`config.mk`:
```
export PLATFORM = sky130hd
export DESIGN_NAME = tcw_queue
export DESIGN_NICKNAME = d
export VERILOG_FILES = /design/src/text_console_writer_assert.svh /design/src/tcw_queue.sv
export SDC_FILE = /design/constraint.sdc
export NUM_CORES = 1
export LEC_CHECK = 0
export BUFFER_PORTS_ARGS = -buffer_cell sky130_fd_sc_hd__buf_2
export CELL_PAD_IN_SITES_DETAIL_PLACEMENT = 0
export CELL_PAD_IN_SITES_GLOBAL_PLACEMENT = 2
export CORE_ASPECT_RATIO = 0.6
export CORE_UTILIZATION = 37
export CTS_BUF_LIST = sky130_fd_sc_hd__clkbuf_8 sky130_fd_sc_hd__clkbuf_16
export DETAILED_ROUTE_END_ITERATION = 8
export MAX_ROUTING_LAYER = met4
export PLACE_DENSITY_LB_ADDON = 0.1
export SYNTH_ARGS = -nofsm -noshare
export SYNTH_HDL_FRONTEND = slang
export SYNTH_SLANG_ARGS = --single-unit
```
`constraint.sdc`:
```
create_clock -name clk -period 2.5 [get_ports clk]
set_clock_uncertainty 0.05 [all_clocks]
set_input_delay 0.5 -clock clk [delete_from_list [all_inputs] [get_ports clk]]
set_output_delay 0.5 -clock clk [all_outputs]
set_load 0.05 [all_outputs]
```
`src/text_console_writer_assert.svh`:
```
// Assertion macros shared by the console writer modules.
// Each macro expects clk and arst_n to be visible where it is used.
`ifndef TEXT_CONSOLE_WRITER_ASSERT_SVH
`define TEXT_CONSOLE_WRITER_ASSERT_SVH

// A condition that must hold at every clock edge outside reset.
`define TCW_ASSERT_ALWAYS(label, cond, msg) \
	label: assert property (@(posedge clk) disable iff (!arst_n) (cond)) else $error(msg);

// A consequence that must hold in the same cycle as its antecedent.
`define TCW_ASSERT_IMPLIES(label, ante, cons, msg) \
	label: assert property (@(posedge clk) disable iff (!arst_n) (ante) |-> (cons)) \
		else $error(msg);

`endif

```
`src/tcw_queue.sv`:
```
// ----------------------------------------------------------------------------
// tcw_queue
// Two-entry command queue between the front and the back end.
// ----------------------------------------------------------------------------
module tcw_queue #(
	parameter int W = 24
) (
	input  logic         clk,
	input  logic         arst_n,
	input  logic         push,
	input  logic [W-1:0] push_data,
	input  logic         pop,
	output logic [W-1:0] pop_data,
	output logic         full,
	output logic         not_empty
);

	logic [W-1:0] entry_q [2];
	logic         wr_ptr_q;
	logic         rd_ptr_q;
	logic [1:0]   count_q;

	assign full      = (count_q == 2'd2);
	assign not_empty = (count_q != 2'd0);
	assign pop_data  = entry_q[rd_ptr_q];

	always_ff @(posedge clk) begin
		if (push) begin
			entry_q[wr_ptr_q] <= push_data;
		end
	end

	always_ff @(posedge clk or negedge arst_n) begin
		if (!arst_n) begin
			wr_ptr_q <= 1'b0;
			rd_ptr_q <= 1'b0;
			count_q  <= 2'd0;
		end else begin
			if (push) begin
				wr_ptr_q <= ~wr_ptr_q;
			end
			if (pop) begin
				rd_ptr_q <= ~rd_ptr_q;
			end
			case ({push, pop})
				2'b10:   count_q <= count_q + 2'd1;
				2'b01:   count_q <= count_q - 2'd1;
				default: count_q <= count_q;
			endcase
		end
	end

endmodule

```
[After elaboration in Yosys (flattened, before gate mapping)]
Memories as Yosys holds them, arrays and structs flattened.
Index checks and enable logic that the tools add are counted.
Word-level totals
  bits in registers: 4
  RAM bits: 48
  input port bits: 28
  output and inout bits: 26
  logic and storage cells: 16
  memories: 1
Memories
  entry_q: words 2, bits a word 24, read ports 1, clocked after Yosys merged registers in 0, wr ports 1, line tcw_queue.sv:18  | logic [W-1:0] entry_q [2];
Operators by class
  $add $sub $neg: 2
  eq/ne operators: 3
  multiplexer cells: 3
  bitwise gates (word level): 2
  reductions and logical operators: 2
Operators with widths (count)
  2-bit == test, second input constant: 2
  2-bit one-hot mux with 2 select lines: 1
  2-bit nonzero test: 2
  2-bit by 1-bit adder with 2-bit output, second input constant: 1
  2-bit by 1-bit == test with 1-bit output, second input constant: 1
  1-bit two-way mux: 2
  1-bit NOT: 2
  2-bit by 1-bit subtractor with 2-bit output, second input constant: 1

[Logic depth before layout (Yosys ltp)]
  depth after elaboration: 2
  mapped depth: 5
  mapped depth without buffers: 5

[Worst setup path after synthesis]
OpenSTA, ideal clock, no wires.
  path type: input to register
  start: in push
  end: mem entry_q[0][0] (enable)
  library setup time: 0.405 ns
  data arrival time: 1.570 ns
  path slack: 0.475 ns
  stages on the path: 2
  path buffers: 0
  path through: inv_1 nor2_1
On the way
  word-level cells in the longest chain between the ends: 2
Ends and longest elaborated chain
  start, declared: line tcw_queue.sv:10  | input logic push,
  1-bit two-way mux: line tcw_queue.sv:28  | if (push) begin
  1-bit two-way mux (not written as such): line tcw_queue.sv:29  | entry_q[wr_ptr_q] <= push_data;
  end, declared: line tcw_queue.sv:18
Every way passes these cells.

[Worst setup path in the final report]
  start: reg rd_ptr_q
  end: out pop_data[20]
On the way
  word-level cells in the longest chain between the ends: 1
Ends and longest elaborated chain
  start, declared: line tcw_queue.sv:20  | logic rd_ptr_q;
  start signal, assigned: line tcw_queue.sv:43  | rd_ptr_q <= ~rd_ptr_q;
  memory 2 x 24 bit
  end, declared: line tcw_queue.sv:13  | output logic [W-1:0] pop_data,
Every way passes these cells.

==> PnR_summary.wiki <==
{| class="wikitable"
! Metric !! Value
|-
| Status || finished clean
|-
| Fin. Hold Viols || 0
|-
| CP cell instances || buf_4 -> mux2_4 -> buf_2
|-
| Final setup vio count || 0
|-
| Rows || 20
|-
| Arrival time of data at the critical path endpoint || 1680 ps
|-
| Worst flop-to-flop path startpoint || wr_ptr_q
|-
| Remaining max-slew budget at the tightest pin || 0.7775
|-
| Kind of launch point of the worst setup path || flop
|-
| Leading cell type in the layout, fill and taps excluded || sky130_fd_sc_hd__buf_2
|-
| Number of buffers inserted by port buffering || 53
|-
| Final critical delay including setup and external delays || 2226 ps
|-
| Post-detailed-route wirelength per cell || 13.94 µm
|-
| Flip-flop and latch count after synthesis || 52
|-
| Die Width || 97.41 µm
|-
| Core region area || 5155 µm²
|-
| Largest stage delay, worst path || 530 ps
|-
| Area fraction of the dominant cell type after synthesis || 0.7133
|-
| Highest metal layer with signal wires || met4
|-
| Final Routed Wirelength || 3.081 mm
|-
| Residual antenna-violating net count after detailed routing || 0
|-
| Global-route wire length before repair || 4.623 mm
|-
| Slowest stage cell on the critical path || sky130_fd_sc_hd__dfrtp_1
|-
| Largest buffer count on any clock path || 2
|-
| Cell types with the largest area share after synthesis || sky130_fd_sc_hd__edfxtp_1 71%, sky130_fd_sc_hd__mux2_4 14%, sky130_fd_sc_hd__dfrtp_1 5.0%
|-
| CP Data Required Time || 1950 ps
|-
| First-pass iteration count of the detailed router || 4
|-
| Instance count of the mapped netlist || 91
|-
| Unrepaired setup endpoints after global routing || false
|-
| Power Dens Cells || 1289 nW/µm²
|-
| GRT Util Overall || 0.1151
|-
| Effective utilization at floorplan || 0.3920
|-
| Library cell with the largest summed area after synthesis || sky130_fd_sc_hd__edfxtp_1
|-
| Max-slew violation total from the final report || 0
|-
| Distinct cell type count of the synthesized netlist || 14
|-
| Post-Place Cell Area || 2357 µm²
|-
| Post-Synthesis Mean Instance Area || 22.21 µm²
|-
| Hold path startpoint || push_data[3]
|-
| Clock latency on the worst-skew pair || 290 ps
|-
| Hold/Removal Path Class || input pin to flop
|-
| Count of maximum capacitance violations || 0
|-
| Critical path class || flop to output pin
|-
| Summed negative setup slack over all endpoints || 0 ps
|-
| Y dimension of the die || 59.25 µm
|-
| Number of nets in the layout || 183
|-
| Warning count from the yosys run || 0
|-
| Element type at the critical path end || output pin
|-
| Clock input transition at the sequential cells of the worst setup and hold paths || 90 ps
|-
| H-tree depth || 2
|-
| Largest voltage drop on the vdd net || 0.5573 mV
|-
| DR vias || 971
|-
| Iteration-0 DRC count of the detailed router || 16
|-
| Number of buffers inserted during clock tree synthesis || 5
|-
| Syn Std Cell Area || 2021 µm²
|-
| Clock root buffer master || sky130_fd_sc_hd__clkbuf_8
|-
| Antenna violations before repair || 0
|-
| Synth Net Count || 120
|-
| Share of the yosys chip area belonging to registers || 0.7628
|-
| Last weighted congestion value of the routability-driven placer || 0.6694
|-
| CP bufs+invs || 2
|-
| Transition at the pin with the smallest max-transition slack || 333.8 ps
|-
| Fraction of final layout cells sized beyond drive strength 1 || 0.5806
|-
| Category of cells accounting for the largest share of critical-path delay || flip-flops
|-
| Setup Fix Bufs, Post-CTS || 0
|-
| Via-to-Cell Ratio || 4.394
|-
| Area growth from synthesis to final layout || 22.41%
|-
| Commonest non-fill, non-tap cells in the layout || 53 x sky130_fd_sc_hd__buf_2, 48 x sky130_fd_sc_hd__edfxtp_1, 19 x sky130_fd_sc_hd__mux2_4
|-
| Antenna Diode Count || 0
|-
| Worst-path fanout max || 11
|-
| Final global-route overflow total || 0
|-
| Vias in the first global route || 909
|-
| TritonCTS clock tree || built
|-
| Number of primary I/O pins || 54
|-
| Hold slack || 335.4 ps
|-
| Leak Pwr || 1.005 nW
|-
| Detail Route met2 WL || 1.368 mm
|-
| Post-DP HPWL || 2.192 mm
|-
| Highest achievable clock rate || 449.2 MHz
|-
| Maximum number of pins on one net before global-route repair || 25
|-
| Clock sink count || 52
|-
| Post-route clock period utilization || 0.8906
|-
| Post-route DRC violation count || 0
|-
| Start point of the critical path || rd_ptr_q
|-
| Cell area after layout || 2474 µm²
|-
| Length of routed wiring on met1 || 1.492 mm
|-
| Routed met3 length || 185 µm
|-
| Die area || 5771 µm²
|}
[metal layers]
| metal | vias up | track usage |
|---|---|---|
| met5 | - | - |
| met4 | 0 | 0.05042 |
| met3 | 5 | 0.04009 |
| met2 | 31 | 0.1648 |
| met1 | 465 | 0.1496 |
| li1 | 470 | - |
[state kept, by name (all words and copies together), names as in the netlist]
register and flops:
rd_ptr_q 1, wr_ptr_q 1, entry_q 48, count_q 2
[cell usage after synthesis (all sizes together)]
cell type  number
and2            1
buf             3
dfrtp           4
edfxtp         48
ha              1
inv             1
mux2           24
nor2            2
nor2b           1
or2             1
xnor2           2
xor2            3
[area by class of cell]
cell class / instances / area [µm²]
clock buffers: 5 / 68.82
clock inverters: 3 / 37.54
fillers: 458 / 2681
inverters: 1 / 3.754
multi-input cells: 35 / 426.7
flip-flops and latches: 52 / 1541
well taps: 66 / 82.58
repair buffers: 59 / 312.8
[stage by stage]
stage / util / power (mW) / worst slack [ps] / cells
3_5_place_dp: 0.4573 / 2.696 / 566.5 / 212
6_report: 0.4799 / 3.189 / 273.6 / 221
3_3_place_gp: 0.4573 / 2.676 / 593.0 / 212
4_1_cts: 0.4799 / 3.237 / 231.8 / 221
5_1_grt: 0.4799 / 3.329 / 193.2 / 221
2_1_floorplan: - / 2.475 / 474.6 / 91
[repair_timing]
item / in CTS / in global routing
resized for setup: 0 / 0
hold endpoints to repair: 4 / 0
hold buffers: 1 / 0
[report_power, final]
| group | switching (mW) | internal, mW |
|---|---|---|
| clock | 0.247 | 0.291 |
| combinational | 0.947 | 0.464 |
| sequential | 0.0792 | 1.16 |
[final timing paths]
path	endpoint	slack, ps	depth (start not counted)
min in group asynchronous	wr_ptr_q	480	2
max in group asynchronous	rd_ptr_q	1800	2
max reg2reg	entry_q[1][17]	1260	2
min	entry_q[1][3]	340	1
min reg2reg	count_q[1]	440	1
max	pop_data[20]	270	3
[cell families (layout without fill, tap and decap cells)]
| kind of cell | Yosys count | in the layout | synth area share |
|---|---|---|---|
| xor gates and xnor gates | 5 | 5 | 0.02168 |
| adders and majority gates | 1 | 1 | 0.006191 |
| buffers and inverters | 4 | 68 | 0.02724 |
| DFF | 52 | 52 | 0.7628 |
| muxes | 24 | 24 | 0.1690 |
| and+or+nand+nor | 5 | 5 | 0.01301 |
No activity file was read; power rests on OpenSTA's default activity.
