==> src/text_console_writer_assert.svh <==
// Assertion macros shared by the console writer modules.
// Each macro expects clk and arst_n to be visible where it is used.
`ifndef TEXT_CONSOLE_WRITER_ASSERT_SVH
`define TEXT_CONSOLE_WRITER_ASSERT_SVH

// A condition that must hold at every clock edge outside reset.
`define TCW_ASSERT_ALWAYS(label, cond, msg) \
	label: assert property (@(posedge clk) disable iff (!arst_n) (cond)) else $error(msg);

// A consequence that must hold in the same cycle as its antecedent.
`define TCW_ASSERT_IMPLIES(label, ante, cons, msg) \
	label: assert property (@(posedge clk) disable iff (!arst_n) (ante) |-> (cons)) \
		else $error(msg);

`endif

==> src/tcw_pkg.sv <==
// ----------------------------------------------------------------------------
// tcw_pkg
// Types, codes and cell helpers shared by the text console writer modules.
// ----------------------------------------------------------------------------
package tcw_pkg;

	localparam logic [1:0] ACT_PUT   = 2'd0;
	localparam logic [1:0] ACT_CLEAR = 2'd1;
	localparam logic [1:0] ACT_READ  = 2'd2;

	localparam logic [7:0] CH_NEWLINE = 8'd10;
	localparam logic [7:0] CH_RETURN  = 8'd13;
	localparam logic [7:0] CH_SPACE   = 8'h20;

	localparam logic [3:0] RESET_FORE = 4'hF;
	localparam logic [3:0] RESET_BACK = 4'h0;
	localparam logic [15:0] RESET_BLANK = {RESET_BACK, RESET_FORE, CH_SPACE};

	localparam logic CFG_FORE = 1'b0;
	localparam logic CFG_BACK = 1'b1;

	localparam int POS_W  = 11;
	localparam int CELL_W = 16;

	typedef enum logic [2:0] {
		OP_PUT,
		OP_NEWLINE,
		OP_RETURN,
		OP_CLEAR,
		OP_READ,
		OP_NOP
	} op_t;

	typedef struct packed {
		op_t        op;
		logic [7:0] ch;
	} cmd_t;

	typedef struct packed {
		logic [3:0] fore;
		logic [3:0] back;
	} color_t;

	typedef enum logic [2:0] {
		ST_INIT,
		ST_IDLE,
		ST_READ,
		ST_SCROLL,
		ST_DRAIN,
		ST_BLANK
	} back_state_t;

	function automatic logic [15:0] make_cell(color_t colors, logic [7:0] ch);
		make_cell = {colors.back, colors.fore, ch};
	endfunction

endpackage

==> src/tcw_front.sv <==
// ----------------------------------------------------------------------------
// tcw_front
// Classifies an incoming request into a back-end command and a cell address.
// ----------------------------------------------------------------------------
module tcw_front #(
	parameter int NUM_ROWS = 25,
	parameter int NUM_COLS = 80,
	parameter int AW       = 11
) (
	input  logic [1:0]      action,
	input  logic [7:0]      char_code,
	input  logic [4:0]      read_row,
	input  logic [6:0]      read_col,
	output tcw_pkg::cmd_t   cmd,
	output logic [AW-1:0]   addr
);

	logic in_grid;

	assign in_grid = (32'(read_row) < NUM_ROWS) && (32'(read_col) < NUM_COLS);

	// Only meaningful for reads inside the grid, where the sum fits AW bits.
	assign addr = AW'(read_row) * AW'(NUM_COLS) + AW'(read_col);

	always_comb begin
		cmd.ch = char_code;
		case (action)
			tcw_pkg::ACT_PUT: begin
				if (char_code == tcw_pkg::CH_NEWLINE) begin
					cmd.op = tcw_pkg::OP_NEWLINE;
				end else if (char_code == tcw_pkg::CH_RETURN) begin
					cmd.op = tcw_pkg::OP_RETURN;
				end else begin
					cmd.op = tcw_pkg::OP_PUT;
				end
			end
			tcw_pkg::ACT_CLEAR: cmd.op = tcw_pkg::OP_CLEAR;
			tcw_pkg::ACT_READ: begin
				cmd.op = in_grid ? tcw_pkg::OP_READ : tcw_pkg::OP_NOP;
			end
			default: cmd.op = tcw_pkg::OP_NOP;
		endcase
	end

endmodule

==> config.mk <==
export PLATFORM = sky130hd
export DESIGN_NAME = tcw_front
export DESIGN_NICKNAME = d
export VERILOG_FILES = /design/src/text_console_writer_assert.svh /design/src/tcw_pkg.sv /design/src/tcw_front.sv
export SDC_FILE = /design/constraint.sdc
export NUM_CORES = 1
export LEC_CHECK = 0
export BUFFER_PORTS_ARGS = -buffer_cell sky130_fd_sc_hd__buf_2
export CORE_AREA = 2 2 39 41
export DETAILED_ROUTE_END_ITERATION = 16
export DIE_AREA = 0 0 41 43
export PLACE_DENSITY_LB_ADDON = 0.25
export SLEW_MARGIN = 30
export SYNTH_ARGS = -nofsm -noshare
export SYNTH_HDL_FRONTEND = slang
export SYNTH_SLANG_ARGS = --single-unit
==> constraint.sdc <==
create_clock -name vclk -period 3.8
set_input_delay 0.38 -clock vclk [all_inputs]
set_output_delay 0.38 -clock vclk [all_outputs]
set_load 0.005 [all_outputs]
# == Word-level counts from Yosys, hierarchy flattened ==
# Cells that the tools add are included.
# word_totals
input_bits,22
wordCells,14
register_bits,0
output_inout_bits,22
# classes
addsub,1
n_mul,1
mux,4
order_cmp,2
reduce_logical,2
n_eq_ne,4
# op_table
cell,count
$eq A8 B4 Y1 const B,2
$add A11 B7 Y11,1
$pmux W3 S3,1
$lt A7 B7 Y1 const B,1
$mul A5 B3 Y7 const B,1
$lt A5 B5 Y1 const B,1
$mux W2,2
$eq A2 B1 Y1 const B,1
$eq A2 B2 Y1 const B,1
$logic_not A2 Y1,1
$logic_and A1 B1 Y1,1
$mux W1,1

# == Longest topological paths before layout ==
# Gate-level depths: netlist (run 1).
# logic_depth
ltp_word,4
depth_mapped,7
mapped_depth_nobuf,7

# == Worst setup path before layout (run 1) ==
# No wires, ideal clock.
# synth_path
path_type,input -> output
from,input read_row[1]
to,output addr[10]
arrival_time_ns,1.947
path_slack_ns,1.473
stages,7
required_ns,3.420
cell_sequence,ha_1 -> ha_1 -> fa_1 -> xor2_2 -> o2111ai_1 -> xnor2_1 -> xnor2_1
# synth_between
elab_chain_len,2
# synth_lines
item,line_no,text
"start, declared",tcw_front.sv:12,"input logic [4:0] read_row,"
$mul A5 B3 Y7,tcw_front.sv:23,assign addr = AW'(read_row) * AW'(NUM_COLS) + AW'(read_col);
$add A11 B7 Y11,tcw_front.sv:23,
"end, declared",tcw_front.sv:15,output logic [AW-1:0] addr
# Every way passes these cells.

# == Final worst setup path (run 1) ==
# Ends and elaborated chain as after synthesis.

==> out/metrics.yaml, run 1 <==
place:
  port_buffers: 36
  routabilityCongestion: 0.6873
  dp.cells: 93
  placed_cell_area_um2: 551.8
  place_ws_ps: 1143
  dp_hpwl_um: 870.3
critical_path:
  crit_path_start: "read_row[1]"
  cp_slowest_cell: "fa_1"
  max_stage_delay_ps: 420
  cp_data_arrival_time_ps: 2260
  cp_cell_sequence: "buf_2, ha_1, ha_1, fa_1, xor2_2, o2111ai_1, xnor2_1, xnor2_1, buf_2"
  start_kind: "input pin"
  crit_fanout: 4
  end_kind: "primary output"
  cp.depth: 9
  required_ps: 3420
  path_class: "in2out"
  worst-path-buf-inv: 2
  critPathTopFamily: "adder cells"
route:
  routed_via_density: 4.688
  drtAntennaViolNets: 0
  drt_iter0_drc: 0
  wirelength_um: 905
  vias: 436
  drtPass1Iterations: 1
  drcViolationCount: 0
  routedWlPerCell_um: 9.731
sta:
  timing.slew.headroom_pct: 84.84
  period_share_pct: 69.40
  hold_violations: 0
  whs_ps: 760.0
  fin_ws_ps: 1163
  slew_viol_final: 0
  tns_ps: 0
  tightest_slew_ps: 223.8
  setup_viol: 0
  fmax_mhz: 379.2
  rsz0062_at_grt: "false"
  min_period_ps: 2637
global_route:
  grt_max_degree: 5
  grt_use_total_pct: 12.15
  antenna_found_initial: 0
  first_global_vias: 405
  grt.overflow.total: 0
  grt_pass1_wl_um: 1580
floorplanning:
  die_area_mm2: 0.001763
  num_rows: 14
  die-width_um: 41
  ioPinCount: 44
  core_area_mm2: 0.001384
  start_util_pct: 32.19
  dieHeight_um: 43
cells_and_area:
  final_layout_size_suffix_gt1_share_pct: 48.05
  seq_cells: 0
  seqCellArea_um2: 0
  syn_to_final_growth_pct: 23.88
  diodes: 0
  design_area_um2: 551.8
  clkbuf_count: 0
  finalNetCount: 112
  final_util_pct: 39.87
  fill_cells: 159
  stdcell_count: 93
  multi_input_area_um2: 332.8
synth:
  synth_xor_area_share_pct: 15.45
  yosys.area_share.simple_pct: 8.989
  synth_top_family_by_area: "adder cells"
  ys_seq_area_share_pct: 0
  syn_nets: 87
  synth.largest_area_cell: "ha_1"
  syn_inst: 54
  syn_avg_cell_area_um2: 8.249
  ys_types: 21
  yosysWarnings: 0
  synth_top_area_share_pct: 25.28
  synth-adder-area-share_pct: 34.27
  synth_compound_area_share_pct: 16.01
  synthTopCellsByArea: "ha_1 25%, buf_4 20%, xnor2_1 9.8%"
  syn_area_um2: 445.4
  synth.area.mux_share_pct: 0
clock_tree:
  postCtsSetupBuffers: 0
  holdBufCountCts: 0
  cts_resized: 0
pwr:
  p_leak_nw: 0.3215
  peakVddDrop_mv: 0.07412
  fin_total_pwr_mw: 0.09039
  power.density_mw_per_mm2: 163.8
worst_hold_path:
  worstHoldStart: "read_col[3]"
  whs_path_depth: 0
  min_path_type: "in2out"
run:
  maxCapViolations: 0
run_status:
  status: "finished clean"
==> path summary, 6_finish.rpt <==
kind                  slack (ps)       end
worst max-delay path        1160  addr[10]
worst min-delay path         760   addr[3]
==> report_power, final <==
group / switching (mW) / total, mW / internal, mW
Combinational: 0.0423 / 0.0904 / 0.0481
Sequential: 0 / 0 / 0
Clock: 0 / 0 / 0
Total: 0.0423 / 0.0904 / 0.0481
==> layer usage <==
metal	vias up	track usage, %	share of wire [%]
met5	-	0	0
met4	0	0.6667	0.44
met3	2	0	12
met2	23	24.06	53
met1	190	13.83	34
li1	221	-	-
==> kinds of logic (layout without fill, tap and decap cells) <==
family / after synthesis / in the layout
fa+ha+maj: 11 / 11
simple gates: 8 / 8
compound gates: 10 / 10
xor+xnor: 7 / 7
buf+inv: 18 / 41
==> area by class of cell <==
cell class	count	area share, %
multi-input combinational	36	60.32
inverter	5	3.401
timing repair buffer	36	32.65
tap	16	3.628
==> synthesized netlist by cell type <==
cell       number
a21o_1          2
a21oi_1         2
a221o_1         1
a41oi_1         1
and2_1          1
buf_4          12
clkbuf_1        1
fa_1            2
ha_1            9
inv_1           5
nand2_1         2
nor2_1          2
nor2b_1         1
nor4_1          2
o2111ai_1       1
o21ai_0         1
o21ai_1         1
o311ai_1        1
xnor2_1         5
xor2_1          1
xor2_2          1
==> placed cells by master, fill, tap and decap left out, types with 2 or more instances in the layout <==
master	count
inv_1	5
buf_2	36
nand2_1	2
fa_1	2
a21o_1	2
nor2_1	2
nor4_1	2
xnor2_1	5
ha_1	9
a21oi_1	2
Power figures use the tool's default switching activity.
==> run 2, diff against run 1 <==
Clock period 3.8 ns to 2.4 ns, I/O delays scaled along.
==> out/metrics.yaml, run 2 (synthesis results as in run 1) <==
place:
  port_buffers: 36
  place_ws_ps: 75.91
  routabilityCongestion: 0.7161
  dp.cells: 96
  dp_hpwl_um: 853.2
critical_path:
  start_kind: "input pin"
  worst-path-buf-inv: 2
  crit_fanout: 2
  critPathTopFamily: "adder cells"
  cp_cell_sequence: "buf_2, ha_1, ha_1, fa_1, xor2_2, o2111ai_1, xnor2_1, xnor2_1, buf_2"
  max_stage_delay_ps: 410
  cp_data_arrival_time_ps: 2050
  end_kind: "primary output"
  path_class: "in2out"
  required_ps: 2160
  cp_slowest_cell: "fa_1"
sta:
  slew_viol_final: 0
  fmax_mhz: 436.0
  min_period_ps: 2293
  timing.slew.headroom_pct: 84.82
  hold_violations: 0
  rsz0062_at_grt: "false"
  fin_ws_ps: 106.6
  period_share_pct: 95.56
  setup_viol: 0
  tightest_slew_ps: 224.1
  tns_ps: 0
pwr:
  p_int_mw: 0.08439
  p_seq_share_pct: 0
  switching_power_mw: 0.06874
  power.density_mw_per_mm2: 266.6
  share_comb_of_total_power_pct: 100.0
  fin_total_pwr_mw: 0.1531
  switching_share_pct: 44.89
  p_leak_nw: 0.3360
  pwr-share-clk_pct: 0
  peakVddDrop_mv: 0.1271
floorplanning:
  dieHeight_um: 43
  die_area_mm2: 0.001763
  die-width_um: 41
  num_rows: 14
  core_area_mm2: 0.001384
  start_util_pct: 32.19
  ioPinCount: 44
cells_and_area:
  finalNetCount: 115
  syn_to_final_growth_pct: 28.93
  seq_cells: 0
  seqCellArea_um2: 0
  fill_cells: 146
  final_layout_size_suffix_gt1_share_pct: 50.00
  final_common_cell: "buf_2"
  stdcell_count: 96
  diodes: 0
  clkbuf_count: 0
  final_cell_mix: "36 x buf_2, 9 x ha_1, 5 x inv_1, 5 x xnor2_1, 3 x buf_4"
global_route:
  grt_use_total_pct: 10.42
  first_global_vias: 368
  grt_max_degree: 5
  antenna_found_initial: 0
  grt_pass1_wl_um: 1386
  grt.overflow.total: 0
clock_tree:
  postCtsSetupBuffers: 0
  cts_resized: 0
route:
  drt_iter0_drc: 0
  routed_via_density: 4.542
  routedWlPerCell_um: 9.104
  wirelength_um: 874
  drcViolationCount: 0
  vias: 436
  drtAntennaViolNets: 0
  drtPass1Iterations: 1
run:
  maxCapViolations: 0
worst_hold_path:
  min_path_type: "in2out"
run_status:
  status: "finished clean"
-- run 2: cell type report --
cell class	count	area [um^2]	share of cell area [%]
tap	16	20.02	3.486
multi-input combinational	36	332.8	57.95
inverter	5	18.77	3.268
timing repair buffer	39	202.7	35.29
-- run 2: per-stage QoR --
stage | hold slack (ps) | util, % | area (um^2)
5_1_grt | 480.0 | 41.50 | 574.3
2_1_floorplan | 511.1 | - | 445.4
3_3_place_gp | 480.0 | 41.50 | 574.3
4_1_cts | 480.0 | 41.50 | 574.3
3_5_place_dp | 480.0 | 41.50 | 574.3
6_report | 480.0 | 41.50 | 574.3
-- run 2: repair_timing --
item	CTS	global route
setup endpoints to repair	0	1
hold endpoints to repair	0	0
hold buffers	0	0
-- run 2: worst paths after layout --
| kind | startpoint | endpoint | slack, ps | depth (start not counted) |
|---|---|---|---|---|
| setup / recovery | read_row[1] | addr[10] | 110 | 9 |
| hold / removal | read_col[3] | addr[3] | 480 | 0 |
-- run 2: power groups by stage --
stage / Clock [mW] / Sequential [mW] / Combinational (mW)
after floorplan: 0 / 0 / 0.0960
after global placement: 0 / 0 / 0.154
after detailed placement: 0 / 0 / 0.155
after CTS: 0 / 0 / 0.156
after global routing: 0 / 0 / 0.174
final: 0 / 0 / 0.153
-- run 2: per-layer routing --
metal,share of wire [%],up-vias,global-route usage (%)
met5,0,-,0
met4,0.46,0,0.6667
met3,12,2,0
met2,49,23,19.38
met1,38,181,13.10
li1,-,230,-
==> run 3, diff against run 2 <==
Settings changed: BUFFER_PORTS_ARGS -buffer_cell sky130_fd_sc_hd__buf_2 to default, DONT_BUFFER_PORTS from default to 1.
Clock period 2.4 ns to 2.39 ns, I/O delays scaled along.
==> out/metrics.yaml, run 3 (synthesis results as in run 1) <==
run_status:
  status: "finished clean"
sta:
  whs_ps: 478.0
  period_share_pct: 90.05
  rsz0062_at_grt: "false"
  setup_viol: 0
  fin_ws_ps: 237.9
  tns_ps: 0
  min_period_ps: 2152
  slew_viol_final: 0
  fmax_mhz: 464.7
  hold_violations: 0
  timing.slew.headroom_pct: 84.27
  tightest_slew_ps: 233.8
global_route:
  grt_use_met1_pct: 11.33
  grt-busiest-layer: "met2"
  grt_max_degree: 5
  use_met2_pct: 17.81
  first_global_vias: 321
  grt_use_total_pct: 9.557
  grt.overflow.total: 0
  antenna_found_initial: 0
  grt_use_met3_pct: 0
  grt_pass1_wl_um: 1242
floorplanning:
  core_area_mm2: 0.001384
  dieHeight_um: 43
  die_area_mm2: 0.001763
  start_util_pct: 32.19
  ioPinCount: 44
  num_rows: 14
  die-width_um: 41
cells_and_area:
  clkbuf_count: 0
  final_layout_size_suffix_gt1_share_pct: 2.439
  fill_cells: 163
  final_util_pct: 26.85
  multi_input_area_um2: 332.8
  seqCellArea_um2: 0
  final_cell_mix: "9 x ha_1, 5 x inv_1, 5 x xnor2_1"
  final_common_cell: "ha_1"
  finalNetCount: 76
  syn_to_final_growth_pct: -16.57
  diodes: 0
  seq_cells: 0
clock_tree:
  postCtsSetupBuffers: 0
  cts_resized: 0
  holdBufCountCts: 0
critical_path:
  cp_data_arrival_time_ps: 1910
  end_kind: "primary output"
  required_ps: 2150
  max_stage_delay_ps: 410
  crit_fanout: 4
  cp_cell_sequence: "ha_1, ha_1, fa_1, xor2_2, o2111ai_1, xnor2_1, xnor2_1"
  path_class: "in2out"
  cp_slowest_cell: "fa_1"
  start_kind: "input pin"
route:
  routed_via_density: 5.140
  drtPass1Iterations: 1
  wirelength_um: 767
  routedWlPerCell_um: 13.46
  drtAntennaViolNets: 0
  drt_iter0_drc: 0
  drcViolationCount: 0
  vias: 293
run:
  maxCapViolations: 0
place:
  routabilityCongestion: 0.6367
  dp_hpwl_um: 730.5
  place_ws_ps: 219.8
  port_buffers: 0
pwr:
  peakVddDrop_mv: 0.07508
  fin_total_pwr_mw: 0.09101
  p_leak_nw: 0.1795
  power.density_mw_per_mm2: 244.9
worst_hold_path:
  min_path_type: "in2out"
  worstHoldStart: "read_col[3]"
  whs_path_depth: 0
  min_to: "addr[3]"
==> run 3: worst max-delay path by stage <==
stage | start | end | slack, ps | cells past startpoint
6_report | read_row[1] | addr[10] | 240 | 7
5_1_grt | read_row[1] | addr[10] | 110 | 7
4_1_cts | read_row[1] | addr[10] | 210 | 7
3_5_place_dp | read_row[1] | addr[10] | 220 | 7
3_3_place_gp | read_row[1] | addr[10] | 270 | 7
2_1_floorplan | read_row[1] | addr[10] | 340 | 7
==> run 3: stage by stage <==
| stage | cells | area [um^2] |
|---|---|---|
| final | 57 | 371.6 |
| after global routing | 57 | 371.6 |
| after CTS | 57 | 371.6 |
| after detailed placement | 57 | 371.6 |
| after global placement | 57 | 371.6 |
| after floorplan | 54 | 445.4 |
==> run 3: report_power, final <==
part	internal (mW)	switching (mW)
clock	0	0
combinational	0.0428	0.0482
sequential	0	0
==> run 3: routing by layer <==
layer / share of wire [%] / routed length [um] / up-vias
met2: 55 / 421 / 18
met1: 36 / 274 / 124
met3: 8.9 / 68 / 2
met4: 0.52 / 4 / 0
met5: 0 / 0 / -
li1: - / - / 149
==> run 3: worst max-delay path: cells and delay by family <==
family	cells	cell delay, ps
adder cells (fa/ha/maj)	3	910
AO/OA/AOI/OAI	1	170
XOR/XNOR	3	590
==> run 3: area by class of cell <==
cell class / instances / share of cell area, %
inverters: 5 / 5.051
well taps: 16 / 5.387
multi-input cells: 36 / 89.56
